**src/pec_pkg.sv**
```systemverilog
//------------------------------------------------------------------------------
// pec_pkg
// Shared constants and types of the polygon ear classifier.
//------------------------------------------------------------------------------
`default_nettype none
package pec_pkg;
  localparam int MaxVertices = 32;
  localparam int CoordBits   = 16;
  localparam int IdxBits     = $clog2(MaxVertices);
  localparam int CntBits     = $clog2(MaxVertices + 1);
  localparam int DiffBits    = CoordBits + 1;
  localparam int ProdBits    = 2 * DiffBits;
  localparam int CrossBits   = ProdBits + 1;
  localparam int AreaBits    = 2 * CoordBits + IdxBits + 2;

  typedef logic signed [CoordBits-1:0] coord_t;
  typedef logic [IdxBits-1:0] idx_t;
  typedef logic [CntBits-1:0] cnt_t;

  // datapath operation codes
  typedef enum logic [2:0] {
    OpNone, OpLoad, OpArea, OpConvex, OpTri, OpEdge, OpEmit
  } op_e;

  // controller to datapath
  typedef struct packed {
    op_e  op;
    idx_t p;   // triangle/segment first point
    idx_t q;
    idx_t r;
    logic [1:0] slot; // sign slot to write, or sub-mode of the op
    logic clr;        // clear area accumulator / preset ear flag
  } cmd_t;

  // datapath to controller
  typedef struct packed {
    logic ear_ok;
    logic cvx_i;
  } stat_t;

  function automatic idx_t wrap_inc(idx_t a, cnt_t n);
    cnt_t t;
    t = {1'b0, a} + cnt_t'(1);
    return (t >= n) ? idx_t'(0) : t[IdxBits-1:0];
  endfunction

  function automatic idx_t wrap_dec(idx_t a, cnt_t n);
    cnt_t t;
    t = n - cnt_t'(1);
    return (a == idx_t'(0)) ? t[IdxBits-1:0] : a - idx_t'(1);
  endfunction
endpackage
`default_nettype wire

```
**src/pec_ctrl.sv**
```systemverilog
//------------------------------------------------------------------------------
// pec_ctrl
// Sequencer: load, shoelace pass, convexity pass, per-vertex ear tests, emit.
//------------------------------------------------------------------------------
`default_nettype none
module pec_ctrl (
  input  wire logic            clk_i,
  input  wire logic            rst_ni,
  input  wire logic            in_valid_i,
  input  wire logic            in_last_i,
  output logic                 in_ready_o,
  output pec_pkg::idx_t        widx_o,
  output pec_pkg::cmd_t        cmd_o,
  input  wire pec_pkg::stat_t  stat_i,
  output logic                 res_valid_o,
  input  wire logic            res_ready_i,
  output logic                 res_ear_o,
  output logic                 res_last_o,
  output logic                 res_ovf_o
);
  import pec_pkg::*;

  typedef enum logic [3:0] {
    SLoad, SArea, SAreaW, SConv, SConvW, SEar, SFar1, SFar2, SEdge, SEdgeW,
    SCross, SEmit, SEmitW, SOut
  } state_e;

  state_e state_q;
  cnt_t n_q, cnt_q;
  idx_t i_q, j_q, a_q;
  logic [1:0] sub_q;
  logic ovf_q;
  cnt_t k_q;

  idx_t prv, nxt;
  assign prv = wrap_dec(i_q, n_q);
  assign nxt = wrap_inc(i_q, n_q);

  logic acc, wen;
  assign in_ready_o = (state_q == SLoad);
  assign acc   = in_valid_i && in_ready_o;
  assign wen   = acc && (cnt_q < cnt_t'(MaxVertices));
  assign widx_o = cnt_q[IdxBits-1:0];

  always_comb begin
    cmd_o = '0;
    cmd_o.op = OpNone;
    case (state_q)
      SLoad: if (wen) cmd_o.op = OpLoad;
      SArea: begin
        cmd_o.op = OpArea; cmd_o.p = i_q; cmd_o.q = wrap_inc(i_q, n_q);
        cmd_o.clr = (i_q == '0);
        cmd_o.slot = ({1'b0, i_q} + cnt_t'(1) == n_q) ? 2'd1 : 2'd0;
      end
      SConv: begin
        cmd_o.op = OpConvex; cmd_o.p = prv; cmd_o.q = i_q; cmd_o.r = nxt;
      end
      SEar: begin
        // tri(prv, nxt, i)
        cmd_o.op = OpTri; cmd_o.p = prv; cmd_o.q = nxt; cmd_o.r = i_q;
        cmd_o.slot = 2'd0; cmd_o.clr = 1'b1;
      end
      SFar1: begin
        cmd_o.op = OpTri;
        cmd_o.p = prv; cmd_o.q = nxt; cmd_o.r = wrap_inc(nxt, n_q); cmd_o.slot = 2'd1;
      end
      SFar2: begin
        cmd_o.op = OpTri;
        cmd_o.p = prv; cmd_o.q = nxt; cmd_o.r = wrap_dec(prv, n_q); cmd_o.slot = 2'd2;
      end
      SEdge: begin
        cmd_o.op = OpEdge; cmd_o.slot = sub_q;
        case (sub_q)
          2'd0: begin cmd_o.p = prv; cmd_o.q = nxt; cmd_o.r = a_q; end
          2'd1: begin cmd_o.p = prv; cmd_o.q = nxt; cmd_o.r = wrap_inc(a_q, n_q); end
          2'd2: begin cmd_o.p = a_q; cmd_o.q = wrap_inc(a_q, n_q); cmd_o.r = prv; end
          default: begin cmd_o.p = a_q; cmd_o.q = wrap_inc(a_q, n_q); cmd_o.r = nxt; end
        endcase
      end
      SCross: begin
        cmd_o.op = OpEmit; cmd_o.slot = 2'd1; cmd_o.p = i_q;
      end
      SEmit: begin
        cmd_o.op = OpEmit; cmd_o.p = i_q; cmd_o.r = i_q;
      end
      SOut: cmd_o.r = i_q;
      default: ;
    endcase
  end

  always_ff @(posedge clk_i or negedge rst_ni) begin
    if (!rst_ni) begin
      state_q <= SLoad; n_q <= '0; cnt_q <= '0; i_q <= '0; j_q <= '0; a_q <= '0;
      sub_q <= '0; ovf_q <= 1'b0; k_q <= '0; res_valid_o <= 1'b0; res_ear_o <= 1'b0;
      res_last_o <= 1'b0; res_ovf_o <= 1'b0;
    end else begin
      case (state_q)
        SLoad: if (acc) begin
          cnt_q <= wen ? cnt_q + cnt_t'(1) : cnt_q;
          if (!wen) ovf_q <= 1'b1;
          if (in_last_i) begin
            n_q <= wen ? cnt_q + cnt_t'(1) : cnt_q;
            i_q <= '0;
            state_q <= SArea;
          end
        end
        SArea: if ({1'b0, i_q} + cnt_t'(1) == n_q) begin
          i_q <= '0; state_q <= SAreaW;
        end else i_q <= i_q + idx_t'(1);
        SAreaW: state_q <= SConvW;   // ccw settles after the last product
        SConvW: state_q <= SConv;
        SConv: if ({1'b0, i_q} + cnt_t'(1) == n_q) begin
          i_q <= '0; state_q <= SEmitW;
        end else i_q <= i_q + idx_t'(1);
        SEmitW: state_q <= SEar;     // last convex flag written
        SEar: state_q <= (n_q < cnt_t'(4)) ? SEmit : SFar1;
        SFar1: state_q <= SFar2;
        SFar2: begin
          a_q <= wrap_inc(nxt, n_q); k_q <= '0; sub_q <= '0;
          state_q <= (n_q > cnt_t'(4)) ? SEdge : SEmit;
        end
        SEdge: begin
          sub_q <= sub_q + 2'd1;
          if (sub_q == 2'd3) state_q <= SEdgeW;
        end
        SEdgeW: state_q <= SCross;   // fourth sign lands at the end of this cycle
        SCross: begin
          // crossing test uses the four signs of this edge
          a_q <= wrap_inc(a_q, n_q);
          k_q <= k_q + cnt_t'(1);
          state_q <= (k_q + cnt_t'(5) < n_q) ? SEdge : SEmit;
        end
        SEmit: begin
          j_q <= '0;
          state_q <= SOut;
          res_last_o <= ({1'b0, i_q} + cnt_t'(1) == n_q);
          res_ovf_o <= ovf_q;
        end
        SOut: begin
          if (!res_valid_o && j_q == '0) begin
            res_valid_o <= 1'b1;
            res_ear_o <= stat_i.ear_ok && stat_i.cvx_i && (n_q > cnt_t'(2));
            j_q <= idx_t'(1);
          end else if (res_valid_o && res_ready_i) begin
            res_valid_o <= 1'b0;
            if (res_last_o) begin
              cnt_q <= '0; ovf_q <= 1'b0; state_q <= SLoad;
            end else begin
              i_q <= i_q + idx_t'(1); state_q <= SEar;
            end
          end
        end
        default: state_q <= SLoad;
      endcase
    end
  end
endmodule
`default_nettype wire

```
**config.mk**
```make
export PLATFORM = sky130hd
export DESIGN_NAME = pec_ctrl
export DESIGN_NICKNAME = d
export VERILOG_FILES = /design/src/pec_pkg.sv /design/src/pec_ctrl.sv
export SDC_FILE = /design/constraint.sdc
export NUM_CORES = 1
export LEC_CHECK = 0
export ABC_AREA = 1
export BUFFER_PORTS_ARGS = -buffer_cell sky130_fd_sc_hd__buf_4
export CAP_MARGIN = 25
export CORE_ASPECT_RATIO = 0.75
export CORE_MARGIN = 3
export CORE_UTILIZATION = 55
export CTS_CLUSTER_DIAMETER = 100
export CTS_CLUSTER_SIZE = 12
export DETAILED_ROUTE_END_ITERATION = 7
export PLACE_DENSITY = 0.76
export SLEW_MARGIN = 0
export SYNTH_ARGS = -nofsm -noshare
export SYNTH_HDL_FRONTEND = slang
export SYNTH_SLANG_ARGS = --single-unit
export TNS_END_PERCENT = 20
```
**constraint.sdc**
```tcl
create_clock -name clk_i -period 6.8 [get_ports clk_i]
set_input_delay 0.68 -clock clk_i [delete_from_list [all_inputs] [get_ports clk_i]]
set_output_delay 0.68 -clock clk_i [all_outputs]
set_load 0.005 [all_outputs]
```
-- After elaboration in Yosys (flattened, before gate mapping)
Index checks and enable logic that the tools add are counted.
- add/sub/neg operators: 11
- magnitude comparators: 8
- equal/unequal tests: 28
- multiplexer cells: 52
- reduce and logical (&&, ||, !) cells: 34
- operator list (kind ; number):
    $mux W5 ; 12
    $pmux W4 S14 ; 1
    $pmux W15 S3 ; 1
    $pmux W5 S3 ; 3
    $mux W4 ; 8
    $mux W6 ; 5
    $pmux W5 S5 ; 1
    $eq A4 B4 Y1 const B ; 6
    $pmux W6 S2 ; 2
    $ne A2 B2 Y1 const B ; 10
    $pmux W5 S2 ; 2
    $add A5 B1 Y6 const B ; 3
    $ge A6 B6 Y1 ; 3
    $pmux W3 S6 ; 1
    $eq A4 B3 Y1 const B ; 4
    $logic_not A5 Y1 ; 3
    $sub A5 B1 Y5 const B ; 3
    $add A6 B1 Y6 const B ; 2
    $reduce_and A6 Y1 ; 2
    $reduce_bool A2 Y1 ; 5
    $mux W1 ; 9
    $reduce_or A3 Y1 ; 3
    $eq A4 B2 Y1 const B ; 2
    $pmux W2 S4 ; 1
    28 further kinds ; 41
- bits in registers: 44
- bits of input ports: 7
- output and inout bits: 31
- word-level logic and storage cells: 146

-- Depth between registers and ports, before layout
- word-level depth: 7
- depth in mapped cells: 26
- mapped depth without buffers: 25

-- Worst setup path after synthesis
Ideal clock, no wire load.
- path type: reg2out
- from: reg i_q[1]
- to: out cmd_o[5] (netlist name)
- data arrival time: 3616 ps
- required time: 6120 ps
- slack: 2504 ps
- stages on the path, launching flop included: 23
- path buffers: 0
- cell sequence: dfrtp_1 > ha_1 > xnor2_1 > inv_2 > ha_1 > nand2_1 > nor2_1 > nand2_1 > nand2_1 > nor2_2 > nand2_1 > inv_1 > ha_1 > nand4_1 > nand2_1 > nand2_2 > ha_1 > nand2_1 > o21bai_1 > nand3_1 > nor2_1 > nand4_1 > nand4_1
- RTL lines (item ; RTL line ; source):
    start, declared ; pec_ctrl.sv:30 ; idx_t i_q, j_q, a_q;
    start signal, assigned ; pec_ctrl.sv:109 ; end else i_q <= i_q + idx_t'(1);
    start signal, assigned ; pec_ctrl.sv:114 ; end else i_q <= i_q + idx_t'(1);
    start signal, assigned ; pec_ctrl.sv:149 ; i_q <= i_q + idx_t'(1); state_q <= SEar;
    end, declared ; pec_ctrl.sv:13 ; output pec_pkg::cmd_t cmd_o,

==> results.ini <==
[run_status]
status=complete, no violations

[sta]
maxSlewHeadroom=0.441
drv_slew=0
fin_crit_sh=0.833
max_slew.worst_pin.slew_ns=0.837
hold_viol_final=0
period_minus_slack_ns=5.66
clock.fmax_mhz=177
rsz0062_at_grt=no
finClkSkew_ns=0.00822
setup_viol=0
setup-tns-final_ns=0

[setup_path]
reg2reg_depth=22
critical_path.cell_chain=ha_1, xnor2_1, inv_2, ha_1, nand2_1, nor2_1, nand2_1, nand2_1, nor2_2, nand2_1, inv_1, ha_1, nand4_1, nand2_1, nand2_2, ha_1, nand2_1, o21bai_1, nand3_1, nor2_1, nand4_1, nand4_1, buf_4
arrival_ns=4.98
critical_path.endpoint=cmd_o[5]
r2r-end=a_q[2]
path_max_fanout=11
cp.required_ns=6.12
worst_setup_path_start_kind=flop
critical_path_class=reg2out
critical_path.startpoint=i_q[0]
end_kind=output port
cpMostUsedCell=nand2_1
slowest_delay_ns=0.51
rrSetupSlack_ns=2.13
regToRegStartpoint=i_q[0]
slowest_stage=nor2_1

[job]
cap_violations=0

[logic_synthesis]
synth_nets=677
syn_area_per_cell_um2=6.49
mappedNetlistArea_um2=4120
synth_top_area_share=0.243
synth_area_leader_cell=dfrtp_1
syn_inst=634
synth-seq-cells=40
yosysSeqAreaShare=0.243
ys_types=38
synth_area_leaders=dfrtp_1, nand2_1, ha_1
yosysWarnings=0

[global_routing]
grt_pass1_vias=4136
grt_max_degree=41
antenna_found_initial=0
grt-ovfl-total=0
grt_pass1_wl_um=21800
grt_use_total=0.325

[layout]
fin_area_um2=4530
finalNetCount=706
nFillCells=682
fin_util=0.645
area_growth_pct=10.1
antenna_cells=0
multi_input_area_um2=2700
seq_area_um2=1000
final_layout_size_suffix_gt1_frac=0.130

[routing]
dr_wl_met3_um=1250
viasPerCell=5.90
wl_met1_um=6390
totalWireLength_um=13500
antenna_left=0
remaining_drc_errors=0
wire_per_inst_um=17.7
drt_iter0_drc=421
drt_first_pass_iters=5
vias=4494
routed.top_layer=met4
dr_wl_met2_um=5560

[floorplanning]
die_h_um=80.9
fp.dieArea_um2=8570
ios=38
rows=26
core_area_um2=7030
die_w_um=106
start_util=0.586

[placement]
place_congestion=1.05
place_area_um2=4420
dp_hpwl_um=10500
port_buffers=37

[worst_hold_path]
hp-class=in2async

[clock_network]
cts_resized=0
cts-root-buf=clkbuf_8
cts_num_sinks=40
cts_setup_buffers=0
cts_buffers=5
clk_pin_slew_ns=0.08
ctsHoldBuffers=0
htreeDepth=2
insertion_delay_ns=0.30
cts_tree=built
clockBufferDepth=2

[power]
vdd_drop_max_uv=78.9
total_power_mw=0.446
powerDensity_nw_per_um2=98.5
p_leak_nw=2.37

[metal layers]
layer  GRT usage  up-vias
met4      0.0789        0
met5           0        -
li1            -     2170
met1       0.484     2065
met2       0.485      231
met3      0.0643       28
[where the power goes]
part / switching (mW) / internal, mW
sequential: 0 / 0.238
clock: 0.0919 / 0.109
combinational: 0.00572 / 0.00238
[logic make-up after synthesis]
family / synth area share
AND/OR/NAND/NOR: 0.383
AO/OA/AOI/OAI: 0.140
buffers and inverters: 0.0997
flip-flops: 0.243
adder cells (fa/ha/maj): 0.109
XOR/XNOR: 0.0213
multiplexers: 0.00274
[stage by stage]
stage          setup slack [ns]  hold slack [ns]  std cells
2_1_floorplan              2.50            0.384        634
3_3_place_gp               1.87            0.460        754
3_5_place_dp               1.63            0.460        754
4_1_cts                    1.29            0.367        762
5_1_grt                   0.811            0.384        762
6_report                   1.14            0.351        762
[cell usage after synthesis]
| cell type | n |
|---|---|
| a21oi_1 | 26 |
| a22o_1 | 1 |
| a22oi_1 | 2 |
| a31oi_1 | 1 |
| buf_2 | 4 |
| buf_4 | 5 |
| buf_6 | 2 |
| clkbuf_1 | 4 |
| dfrtp_1 | 40 |
| ha_1 | 36 |
| inv_1 | 68 |
| inv_2 | 16 |
| mux2_2 | 1 |
| nand2_1 | 193 |
| nand2_2 | 6 |
| nand2_4 | 2 |
| nand3_1 | 56 |
| nand3_2 | 2 |
| nand3_4 | 1 |
| nand4_1 | 27 |
| nor2_1 | 40 |
| nor2_2 | 5 |
| nor2_4 | 4 |
| nor2_8 | 2 |
| nor3_1 | 6 |
| nor3_2 | 1 |
| o2111ai_1 | 1 |
| o211ai_1 | 3 |
| o21a_1 | 1 |
| o21a_4 | 1 |
| o21ai_0 | 38 |
| o21ai_1 | 12 |
| o21bai_1 | 2 |
| o221ai_1 | 1 |
| o22ai_1 | 13 |
| o31ai_1 | 1 |
| xnor2_1 | 2 |
| xor2_1 | 8 |
[critical path: cells and delay by family, from the launching register on]
family                   cells  cell delay, ns
buffers and inverters        3            0.39
AND/OR/NAND/NOR             14            2.10
adder cells (fa/ha/maj)      4            1.08
flip-flops                   1            0.50
XOR/XNOR                     1            0.45
AO/OA/AOI/OAI                1            0.14
[flip-flops by register name, indices dropped and copies added, names as in the netlist]
name         count
res_ovf_o        1
res_ear_o        1
k_q              6
ovf_q            1
j_q              1
i_q              5
n_q              6
state_q          4
cnt_q            6
sub_q            2
a_q              5
res_last_o       1
res_valid_o      1
[layout make-up]
type,instances,area share
multi-input combinational,495,0.597
clock buffer,5,0.0152
inverter,84,0.0696
clock inverter,3,0.00939
timing repair buffer,37,0.0613
sequential,40,0.221
tap,98,0.0271
[how the worst min path moves through the flow]
stage / depth (start not counted) / endpoint
after floorplan: 0 / a_q[0]
after global placement: 2 / j_q[0]
after detailed placement: 2 / j_q[0]
after CTS: 1 / cnt_q[3]
after global routing: 1 / j_q[0]
final: 1 / res_valid_o
[layout by cell type, fill, tap and decap left out, types with 3 or more instances in the layout]
cell type / Yosys / final
inv_2: 16 / 16
nand2_2: 6 / 6
ha_1: 36 / 36
nor2_2: 5 / 5
nand2_1: 193 / 193
clkbuf_8: 0 / 5
dfrtp_1: 40 / 40
nor3_1: 6 / 6
nor2_1: 40 / 40
nor2_4: 4 / 4
a21oi_1: 26 / 26
o21ai_1: 12 / 12
nand4_1: 27 / 27
o22ai_1: 13 / 13
buf_4: 5 / 37
xor2_1: 8 / 8
inv_1: 68 / 68
o21ai_0: 38 / 38
o211ai_1: 3 / 3
nand3_1: 56 / 56
Note: power is estimated with default switching activity, not from simulation.
